**src/rtl/lge_pkg.sv**
```systemverilog
// Shared definitions for the life grid engine: command codes, rule constants
// and the packing of the stream words.
// No dependencies; every other file of the block but lge_ram imports this package.
package lge_pkg;

  // Command codes carried in the action field.
  localparam logic [2:0] ACT_WRITE = 3'd0;
  localparam logic [2:0] ACT_READ  = 3'd1;
  localparam logic [2:0] ACT_GEN   = 3'd2;
  localparam logic [2:0] ACT_SHIFT = 3'd3;
  localparam logic [2:0] ACT_CLEAR = 3'd4;

  // Neighbour counts of the B3/S23 rule.
  localparam logic [3:0] BIRTH_COUNT = 4'd3;
  localparam logic [3:0] KEEP_COUNT  = 4'd2;

  // Field widths and word widths of the two streams.
  localparam int ACTION_W   = 3;
  localparam int COORD_W    = 5;
  localparam int IN_TDATA_W  = 16;
  localparam int OUT_TDATA_W = 8;

  typedef logic [ACTION_W-1:0] action_t;
  typedef logic [COORD_W-1:0]  coord_t;

endpackage

```
**src/rtl/lge_ram.sv**
```systemverilog
// Generic simple dual-port RAM: one write port and one read port with a
// registered read. No dependencies.
module lge_ram #(
  parameter int WIDTH = 32,
  parameter int DEPTH = 32
) (
  input  logic                     clk,
  input  logic                     wr_en,
  input  logic [$clog2(DEPTH)-1:0] wr_addr,
  input  logic [WIDTH-1:0]         wr_data,
  input  logic                     rd_en,
  input  logic [$clog2(DEPTH)-1:0] rd_addr,
  output logic [WIDTH-1:0]         rd_data
);

  logic [WIDTH-1:0] mem [DEPTH];

  // Write port.
  always_ff @(posedge clk) begin
    if (wr_en) begin
      mem[wr_addr] <= wr_data;
    end
  end

  // Registered read port.
  always_ff @(posedge clk) begin
    if (rd_en) begin
      rd_data <= mem[rd_addr];
    end
  end

endmodule

```
**src/rtl/lge_life_row.sv**
```systemverilog
// Next-generation value of one grid row from that row and the rows above and below it.
// Depends on lge_pkg for the rule constants.
module lge_life_row #(
  parameter int GRID_WIDTH = 32
) (
  input  logic [GRID_WIDTH-1:0] above,
  input  logic [GRID_WIDTH-1:0] centre,
  input  logic [GRID_WIDTH-1:0] below,
  output logic [GRID_WIDTH-1:0] next_row
);
  import lge_pkg::*;

  // The edge columns stay frozen.
  assign next_row[0]            = centre[0];
  assign next_row[GRID_WIDTH-1] = centre[GRID_WIDTH-1];

  // Each interior cell counts its eight neighbours and applies the rule.
  for (genvar c = 1; c < GRID_WIDTH - 1; c++) begin : g_col
    logic [3:0] count;
    assign count = 4'(above[c-1]) + 4'(above[c]) + 4'(above[c+1])
                 + 4'(centre[c-1]) + 4'(centre[c+1])
                 + 4'(below[c-1]) + 4'(below[c]) + 4'(below[c+1]);
    assign next_row[c] = (count == BIRTH_COUNT) || (centre[c] && count == KEEP_COUNT);
  end

endmodule

```
**src/rtl/life_grid_engine_unit.sv**
```systemverilog
// Life grid engine: cell write, cell read, generation, shift down and clear.
// A write or read passes S_CELL_RD, S_CELL_MOD and S_FIN; a generation or shift
// down walks the rows in S_WALK before S_FIN; clear and unused codes go to S_FIN.
// One command at a time; the walks move one row per cycle through the single
// read port of the grid RAM. Reset clears every row-valid bit, so the grid
// reads dead at once; clear does the same.
module life_grid_engine_unit #(
  parameter int GRID_WIDTH  = 32,
  parameter int GRID_HEIGHT = 32
) (
  input  logic                            clk,
  input  logic                            rst,
  // Fields from bit 0: action[2:0], col[7:3], row[12:8], cell_in[13], zero.
  input  logic                            s_axis_tvalid,
  output logic                            s_axis_tready,
  input  logic [lge_pkg::IN_TDATA_W-1:0]  s_axis_tdata,
  // Fields from bit 0: cell_out[0], done_action[3:1], zero.
  output logic                            m_axis_tvalid,
  input  logic                            m_axis_tready,
  output logic [lge_pkg::OUT_TDATA_W-1:0] m_axis_tdata
);
  import lge_pkg::*;

  localparam int RW = $clog2(GRID_HEIGHT);
  localparam logic [6:0]    WIDTH_LIM  = 7'(GRID_WIDTH);
  localparam logic [8:0]    HEIGHT_LIM = 9'(GRID_HEIGHT);
  localparam logic [RW-1:0] LAST_ROW   = RW'(GRID_HEIGHT - 1);
  localparam logic [RW-1:0] SHIFT_TOP  = RW'(GRID_HEIGHT - 2);
  localparam logic [RW-1:0] ROW_ONE    = RW'(1);
  localparam logic [RW-1:0] ROW_TWO    = RW'(2);

  localparam logic [2:0] S_IDLE     = 3'd0;
  localparam logic [2:0] S_CELL_RD  = 3'd1;
  localparam logic [2:0] S_CELL_MOD = 3'd2;
  localparam logic [2:0] S_WALK     = 3'd3;
  localparam logic [2:0] S_FIN      = 3'd4;

  logic [2:0]            state;
  action_t               cmd_action;
  coord_t                cmd_col;
  coord_t                cmd_row;
  logic                  cmd_cell;
  logic                  res_cell;
  logic [GRID_HEIGHT-1:0] row_valid;

  logic [RW-1:0]         rd_ptr;
  logic                  rd_more;
  logic                  pend;
  logic [RW-1:0]         q_addr;
  logic                  rd_hit;
  logic [GRID_WIDTH-1:0] win_a;
  logic [GRID_WIDTH-1:0] win_b;

  logic                  out_cell;
  action_t               out_action;

  logic                  accept;
  logic                  rd_en;
  logic [RW-1:0]         rd_addr;
  logic [GRID_WIDTH-1:0] rd_data;
  logic [GRID_WIDTH-1:0] row_q;
  logic                  wr_en;
  logic [RW-1:0]         wr_addr;
  logic [GRID_WIDTH-1:0] wr_data;
  logic [GRID_WIDTH-1:0] life_row;
  logic [GRID_WIDTH-1:0] cell_mask;
  logic [GRID_WIDTH-1:0] cell_shifted;
  logic                  col_ok;
  logic                  row_ok;
  logic                  is_gen;
  logic                  walk_done;
  logic                  out_free;

  assign s_axis_tready = (state == S_IDLE);
  assign accept        = s_axis_tvalid && s_axis_tready;
  assign out_free      = !m_axis_tvalid || m_axis_tready;

  // A row that was never written since reset or clear reads as dead.
  assign row_q        = rd_hit ? rd_data : '0;
  assign col_ok       = 7'(cmd_col) < WIDTH_LIM;
  assign row_ok       = 9'(cmd_row) < HEIGHT_LIM;
  assign cell_mask    = GRID_WIDTH'(1) << cmd_col;
  assign cell_shifted = row_q >> cmd_col;
  assign is_gen       = (cmd_action == ACT_GEN);
  assign walk_done    = !rd_more && !pend;

  lge_ram #(
    .WIDTH (GRID_WIDTH),
    .DEPTH (GRID_HEIGHT)
  ) u_grid (
    .clk     (clk),
    .wr_en   (wr_en),
    .wr_addr (wr_addr),
    .wr_data (wr_data),
    .rd_en   (rd_en),
    .rd_addr (rd_addr),
    .rd_data (rd_data)
  );

  // The window holds the two rows above the one arriving from the RAM.
  lge_life_row #(
    .GRID_WIDTH (GRID_WIDTH)
  ) u_life (
    .above    (win_a),
    .centre   (win_b),
    .below    (row_q),
    .next_row (life_row)
  );

  // RAM port control for the cell access and the row walks.
  always_comb begin
    rd_en   = 1'b0;
    rd_addr = rd_ptr;
    wr_en   = 1'b0;
    wr_addr = q_addr;
    wr_data = row_q;
    case (state)
      S_CELL_RD: begin
        rd_en   = 1'b1;
        rd_addr = RW'(cmd_row);
      end
      S_CELL_MOD: begin
        wr_en   = (cmd_action == ACT_WRITE) && col_ok && row_ok;
        wr_addr = RW'(cmd_row);
        wr_data = cmd_cell ? (row_q | cell_mask) : (row_q & ~cell_mask);
      end
      S_WALK: begin
        rd_en = rd_more;
        if (is_gen) begin
          // Row q_addr has arrived, so row q_addr-1 can be rewritten.
          wr_en   = pend && (q_addr >= ROW_TWO);
          wr_addr = q_addr - ROW_ONE;
          wr_data = life_row;
        end else begin
          wr_en   = pend;
          wr_addr = q_addr + ROW_ONE;
          wr_data = row_q & ~GRID_WIDTH'(1);
        end
      end
      default: begin
      end
    endcase
  end

  // Row-valid bits stand in for the reset value of the grid.
  always_ff @(posedge clk) begin
    if (rst) begin
      row_valid <= '0;
    end else if (accept && s_axis_tdata[ACTION_W-1:0] == ACT_CLEAR) begin
      row_valid <= '0;
    end else begin
      if (wr_en) begin
        row_valid[wr_addr] <= 1'b1;
      end
      if (state == S_WALK && !is_gen && walk_done) begin
        row_valid[0] <= 1'b0;
        row_valid[1] <= 1'b0;
      end
    end
  end

  // Read-hit flag is registered alongside the RAM read data.
  always_ff @(posedge clk) begin
    if (rd_en) begin
      rd_hit <= row_valid[rd_addr];
    end
  end

  // Command sequencer.
  always_ff @(posedge clk) begin
    if (rst) begin
      state   <= S_IDLE;
      rd_more <= 1'b0;
      pend    <= 1'b0;
    end else begin
      case (state)
        S_IDLE: begin
          if (accept) begin
            case (s_axis_tdata[ACTION_W-1:0])
              ACT_WRITE, ACT_READ: state <= S_CELL_RD;
              ACT_GEN: begin
                state   <= S_WALK;
                rd_more <= 1'b1;
              end
              ACT_SHIFT: begin
                state   <= S_WALK;
                rd_more <= 1'b1;
              end
              default: state <= S_FIN;
            endcase
          end
        end
        S_CELL_RD: state <= S_CELL_MOD;
        S_CELL_MOD: state <= S_FIN;
        S_WALK: begin
          pend <= rd_more;
          if (rd_more) begin
            if ((is_gen && rd_ptr == LAST_ROW) || (!is_gen && rd_ptr == ROW_ONE)) begin
              rd_more <= 1'b0;
            end
          end
          if (walk_done) begin
            state <= S_FIN;
          end
        end
        S_FIN: begin
          if (out_free) begin
            state <= S_IDLE;
          end
        end
        default: state <= S_IDLE;
      endcase
    end
  end

  // Command word, walk pointers, row window and read result.
  always_ff @(posedge clk) begin
    if (accept) begin
      cmd_action <= s_axis_tdata[ACTION_W-1:0];
      cmd_col    <= s_axis_tdata[ACTION_W +: COORD_W];
      cmd_row    <= s_axis_tdata[ACTION_W + COORD_W +: COORD_W];
      cmd_cell   <= s_axis_tdata[ACTION_W + 2 * COORD_W];
      res_cell   <= 1'b0;
      rd_ptr     <= (s_axis_tdata[ACTION_W-1:0] == ACT_GEN) ? '0 : SHIFT_TOP;
    end else begin
      if (state == S_CELL_MOD && cmd_action == ACT_READ) begin
        res_cell <= col_ok && row_ok && cell_shifted[0];
      end
      if (state == S_WALK) begin
        if (rd_more) begin
          q_addr <= rd_ptr;
          rd_ptr <= is_gen ? rd_ptr + ROW_ONE : rd_ptr - ROW_ONE;
        end
        if (pend) begin
          win_a <= win_b;
          win_b <= row_q;
        end
      end
    end
  end

  // Output register: the result word waits here until it is taken.
  always_ff @(posedge clk) begin
    if (rst) begin
      m_axis_tvalid <= 1'b0;
    end else if (state == S_FIN && out_free) begin
      m_axis_tvalid <= 1'b1;
    end else if (m_axis_tready) begin
      m_axis_tvalid <= 1'b0;
    end
  end

  always_ff @(posedge clk) begin
    if (state == S_FIN && out_free) begin
      out_cell   <= res_cell;
      out_action <= cmd_action;
    end
  end

  assign m_axis_tdata = {(OUT_TDATA_W - 1 - ACTION_W)'(0), out_action, out_cell};

`ifndef SYNTHESIS
  // Reads and writes of a walk never meet on the same row.
  assert property (@(posedge clk) disable iff (rst)
    (wr_en && rd_en) |-> (wr_addr != rd_addr))
    else $error("grid read and write collide on one row");

  // A generation never rewrites the top or bottom row.
  assert property (@(posedge clk) disable iff (rst)
    (state == S_WALK && is_gen && wr_en) |-> (wr_addr != '0 && wr_addr != LAST_ROW))
    else $error("generation wrote a frozen border row");

  // The grid is written only by a cell write or a walk.
  assert property (@(posedge clk) disable iff (rst)
    wr_en |-> (state == S_CELL_MOD || state == S_WALK))
    else $error("grid written outside a command");

  // A finished command waits while the output word is still held.
  assert property (@(posedge clk) disable iff (rst)
    (state == S_FIN && m_axis_tvalid && !m_axis_tready) |=> (state == S_FIN))
    else $error("result overwrote a pending output word");
`endif

endmodule

```
**config.mk**
```make
export PLATFORM = sky130hd
export DESIGN_NAME = life_grid_engine_unit
export DESIGN_NICKNAME = d
export VERILOG_FILES = /design/src/rtl/lge_pkg.sv /design/src/rtl/lge_ram.sv /design/src/rtl/lge_life_row.sv /design/src/rtl/life_grid_engine_unit.sv
export SDC_FILE = /design/constraint.sdc
export NUM_CORES = 2
export LEC_CHECK = 0
export BUFFER_PORTS_ARGS = -buffer_cell sky130_fd_sc_hd__buf_2
export CAP_MARGIN = 10
export CORE_MARGIN = 2
export CORE_UTILIZATION = 25
export DETAILED_ROUTE_END_ITERATION = 10
export SLEW_MARGIN = 20
export SYNTH_ARGS = -nofsm -noshare
export SYNTH_HDL_FRONTEND = slang
export SYNTH_SLANG_ARGS = --single-unit
```
**constraint.sdc**
```tcl
create_clock -name clk -period 7 [get_ports clk]
set_clock_uncertainty 0.15 [all_clocks]
set_input_delay 0.7 -clock clk [delete_from_list [all_inputs] [get_ports clk]]
set_output_delay 0.7 -clock clk [all_outputs]
set_load 0.1 [all_outputs]
```
==> impl_metrics.yaml <==
placement:
  placed_cell_area_mm2: 0.05756
  place_inst: 6655
  portBuffers: 23
  hpwl_um: 88340
  pre_cts_slack_ps: 1683
  gp_congestion: 0.8718
detailed_routing:
  drt_iter0_markers: 4212
  totalWireLength_um: 151700
  ant_nets: 0
  drtPass1Iterations: 5
  wl_per_cell_um: 22.03
  vias: 33370
  drc: 0
  drt-vias-per-instance: 4.845
clock_tree:
  ctsResizeCount: 0
  cts.hold.buffers_added: 11
  cts_tree: "done"
  insertion_delay_ps: 750
  postCtsSetupRepairBufs: 0
  cts.sinks: 1188
  cts_buffers: 119
  clockBufferDepth: 3
  root_buffer: "clkbuf_16"
  clk_pin_slew_worst_paths_ps: 60
  htree_levels: 3
floorplan:
  num_rows: 169
  io_pins: 30
  die_h_um: 466.9
  die_w_um: 466.9
  dieArea_mm2: 0.2180
  initial_core_util_pct: 25.20
  core_mm2: 0.2125
finish:
  mostFrequentLayoutCells: "edfxtp_1, nand2_1, inv_1"
  final_common_cell: "edfxtp_1"
  utilization_pct: 28.89
  layout-drive-gt1-share_pct: 11.07
  fin_nets: 4204
  final_cell_area_mm2: 0.06139
  area_growth_syn_to_layout_pct: 14.62
  layout.cells.non_filler: 6887
  n_antenna_cell: 0
  fillCellCount: 21240
timing:
  period_needed_ps: 5368
  timing.hold.ws_ps: 49.60
  relSlewSlack_pct: 18.38
  setup_ws_ps: 1632
  rsz0062_at_grt: "false"
  finalHoldViolCount: 0
  min_period_over_period_pct: 76.69
  setup_viol: 0
  worst_slew_pin_slew_ps: 1213
  slew_viol_final: 0
  max_freq_mhz: 186.3
  finalSetupTns_ps: 0
run:
  drv_cap: 0
logic_synthesis:
  yosysUniqueCellTypes: 64
  yosys_most_used_dff: "edfxtp_1"
  yosys.area_share.simple_pct: 9.014
  synth_xor_area_share_pct: 0.08176
  synth_fa_ha_area_share_pct: 6.788
  synthCells: 3916
  syn_avg_cell_area_um2: 13.68
  ys_warn_count: 0
  syn-cell-area_mm2: 0.05356
  synth_compound_area_share_pct: 7.171
  synth.area.mux_share_pct: 7.087
  ys_ff_latch: 1188
  ys_seq_area_share_pct: 65.87
  synth_edf_count: 1149
  synth_top_family_by_area: "simple AND/OR/NAND/NOR gates"
  synth_async_sr_flop_share_pct: 0
global_route:
  first_global_vias: 32640
  antenna_found_initial: 4
  grt_pass1_wl_um: 221000
  grt.total_usage_pct: 13.62
  grt_max_degree: 151
  overflow: 0
hold_path:
  min-delay-start: "s_axis_tdata[11]"
  min_path_cells: 1
  hold-path-endpoint: "cmd_row[3]"
  worstHoldPathType: "in2reg"
critical_path:
  worstPathArrival_ps: 5630
  ff2ff_setup_slack_ps: 1630
  setup.worst_path.class: "reg2reg"
  worstReg2RegStart: "cmd_action[0]"
  end_kind: "flop"
  required_ps: 7260
  cp-start-kind: "flop"
  r2r-end: "u_grid.mem[25][22]"
  crit_path_max_fanout: 22
  reg2reg_depth: 10
pwr:
  finalPower_mw: 16.31
  leakagePower_nw: 21.57
  cellPowerDensity_mw_per_mm2: 265.7
  peakVddDrop_uv: 192.8
status:
  status: "complete, no violations"
cell families (layout without fill, tap and decap cells):
kind of cell | Yosys count | in the layout
multiplexers | 330 | 330
buffers and inverters | 521 | 668
flip-flops | 1188 | 1188
AO/OA/AOI/OAI | 555 | 555
adder cells (fa/ha/maj) | 218 | 218
XOR/XNOR | 5 | 5
AND/OR/NAND/NOR | 1098 | 1098
other | 1 | 4
area by class of cell:
type | count | area [um^2] | share of cell area, %
Tap cell | 2821 | 3530 | 5.749
Inverter | 306 | 1149 | 1.871
Clock buffer | 148 | 3151 | 5.132
Timing Repair Buffer | 141 | 1166 | 1.899
Clock inverter | 73 | 546.8 | 0.8906
Sequential cell | 1188 | 35280 | 57.47
Multi-Input combinational cell | 2210 | 16570 | 26.99
sequential cells by signal, summed over array words and instances (netlist names):
name	cells
u_grid.mem	1024
row_valid	32
u_grid.rd_data	32
win_a	32
win_b	32
cmd_col	5
cmd_row	5
q_addr	5
rd_ptr	5
cmd_action	3
out_action	3
state	3
cmd_cell	1
m_axis_tvalid	1
out_cell	1
pend	1
rd_hit	1
rd_more	1
res_cell	1
cells in the mapped netlist (24+ instances only):
master     number  area, um^2
edfxtp_1     1149       34500
nand2_1       641        2406
inv_1         306        1149
mux2i_1       269        2693
a32oi_1       158        1384
nor2_1        130       488.0
a21oi_1       124       620.6
fa_1          121        2422
o21ai_0       115       575.6
clkbuf_1      114       427.9
ha_1           97        1214
nand3_1        93       465.5
buf_2          70       350.3
nand4_1        57       356.6
nor3_1         46       230.2
nor4_1         45       281.5
dfxtp_1        39       780.8
mux4_2         37       833.3
a2111oi_0      24       210.2
mux2_2         24       270.3
where the power goes:
group | switching, mW | leakage, nW | internal, mW
clock network | 2.71 | 1.79 | 3.40
registers | 0.0690 | 10.8 | 7.96
logic | 1.52 | 8.97 | 0.636
total | 4.31 | 21.6 | 12.0
routing by layer:
layer / up-vias / global-route usage, % / share of wire (%)
met4: 0 / 5.678 / 4.1
met2: 1421 / 21.47 / 46
met3: 268 / 2.441 / 8.0
met5: - / 0 / 0
li1: 14640 / - / -
met1: 17040 / 18.41 / 42
worst max path at each step:
stage,depth (start not counted),startpoint,endpoint
after floorplan,12,cmd_action[0],u_grid.mem[29][0]
final,10,cmd_action[0],u_grid.mem[25][22]
after global placement,10,cmd_action[0],u_grid.mem[25][1]
after detailed placement,10,cmd_action[0],u_grid.mem[25][15]
after CTS,10,cmd_action[0],u_grid.mem[25][22]
after global routing,10,cmd_action[0],u_grid.mem[25][12]
critical path: stages, from the launching register on:
cell	delay, ps
edfxtp_1	450
or3b_2	620
inv_1	370
ha_1	320
a21o_1	160
a21oi_1	160
mux2_2	390
and2_1	300
or4_1	880
nor2_4	860
buf_4	360
Note: power is estimated with default switching activity, not from simulation.
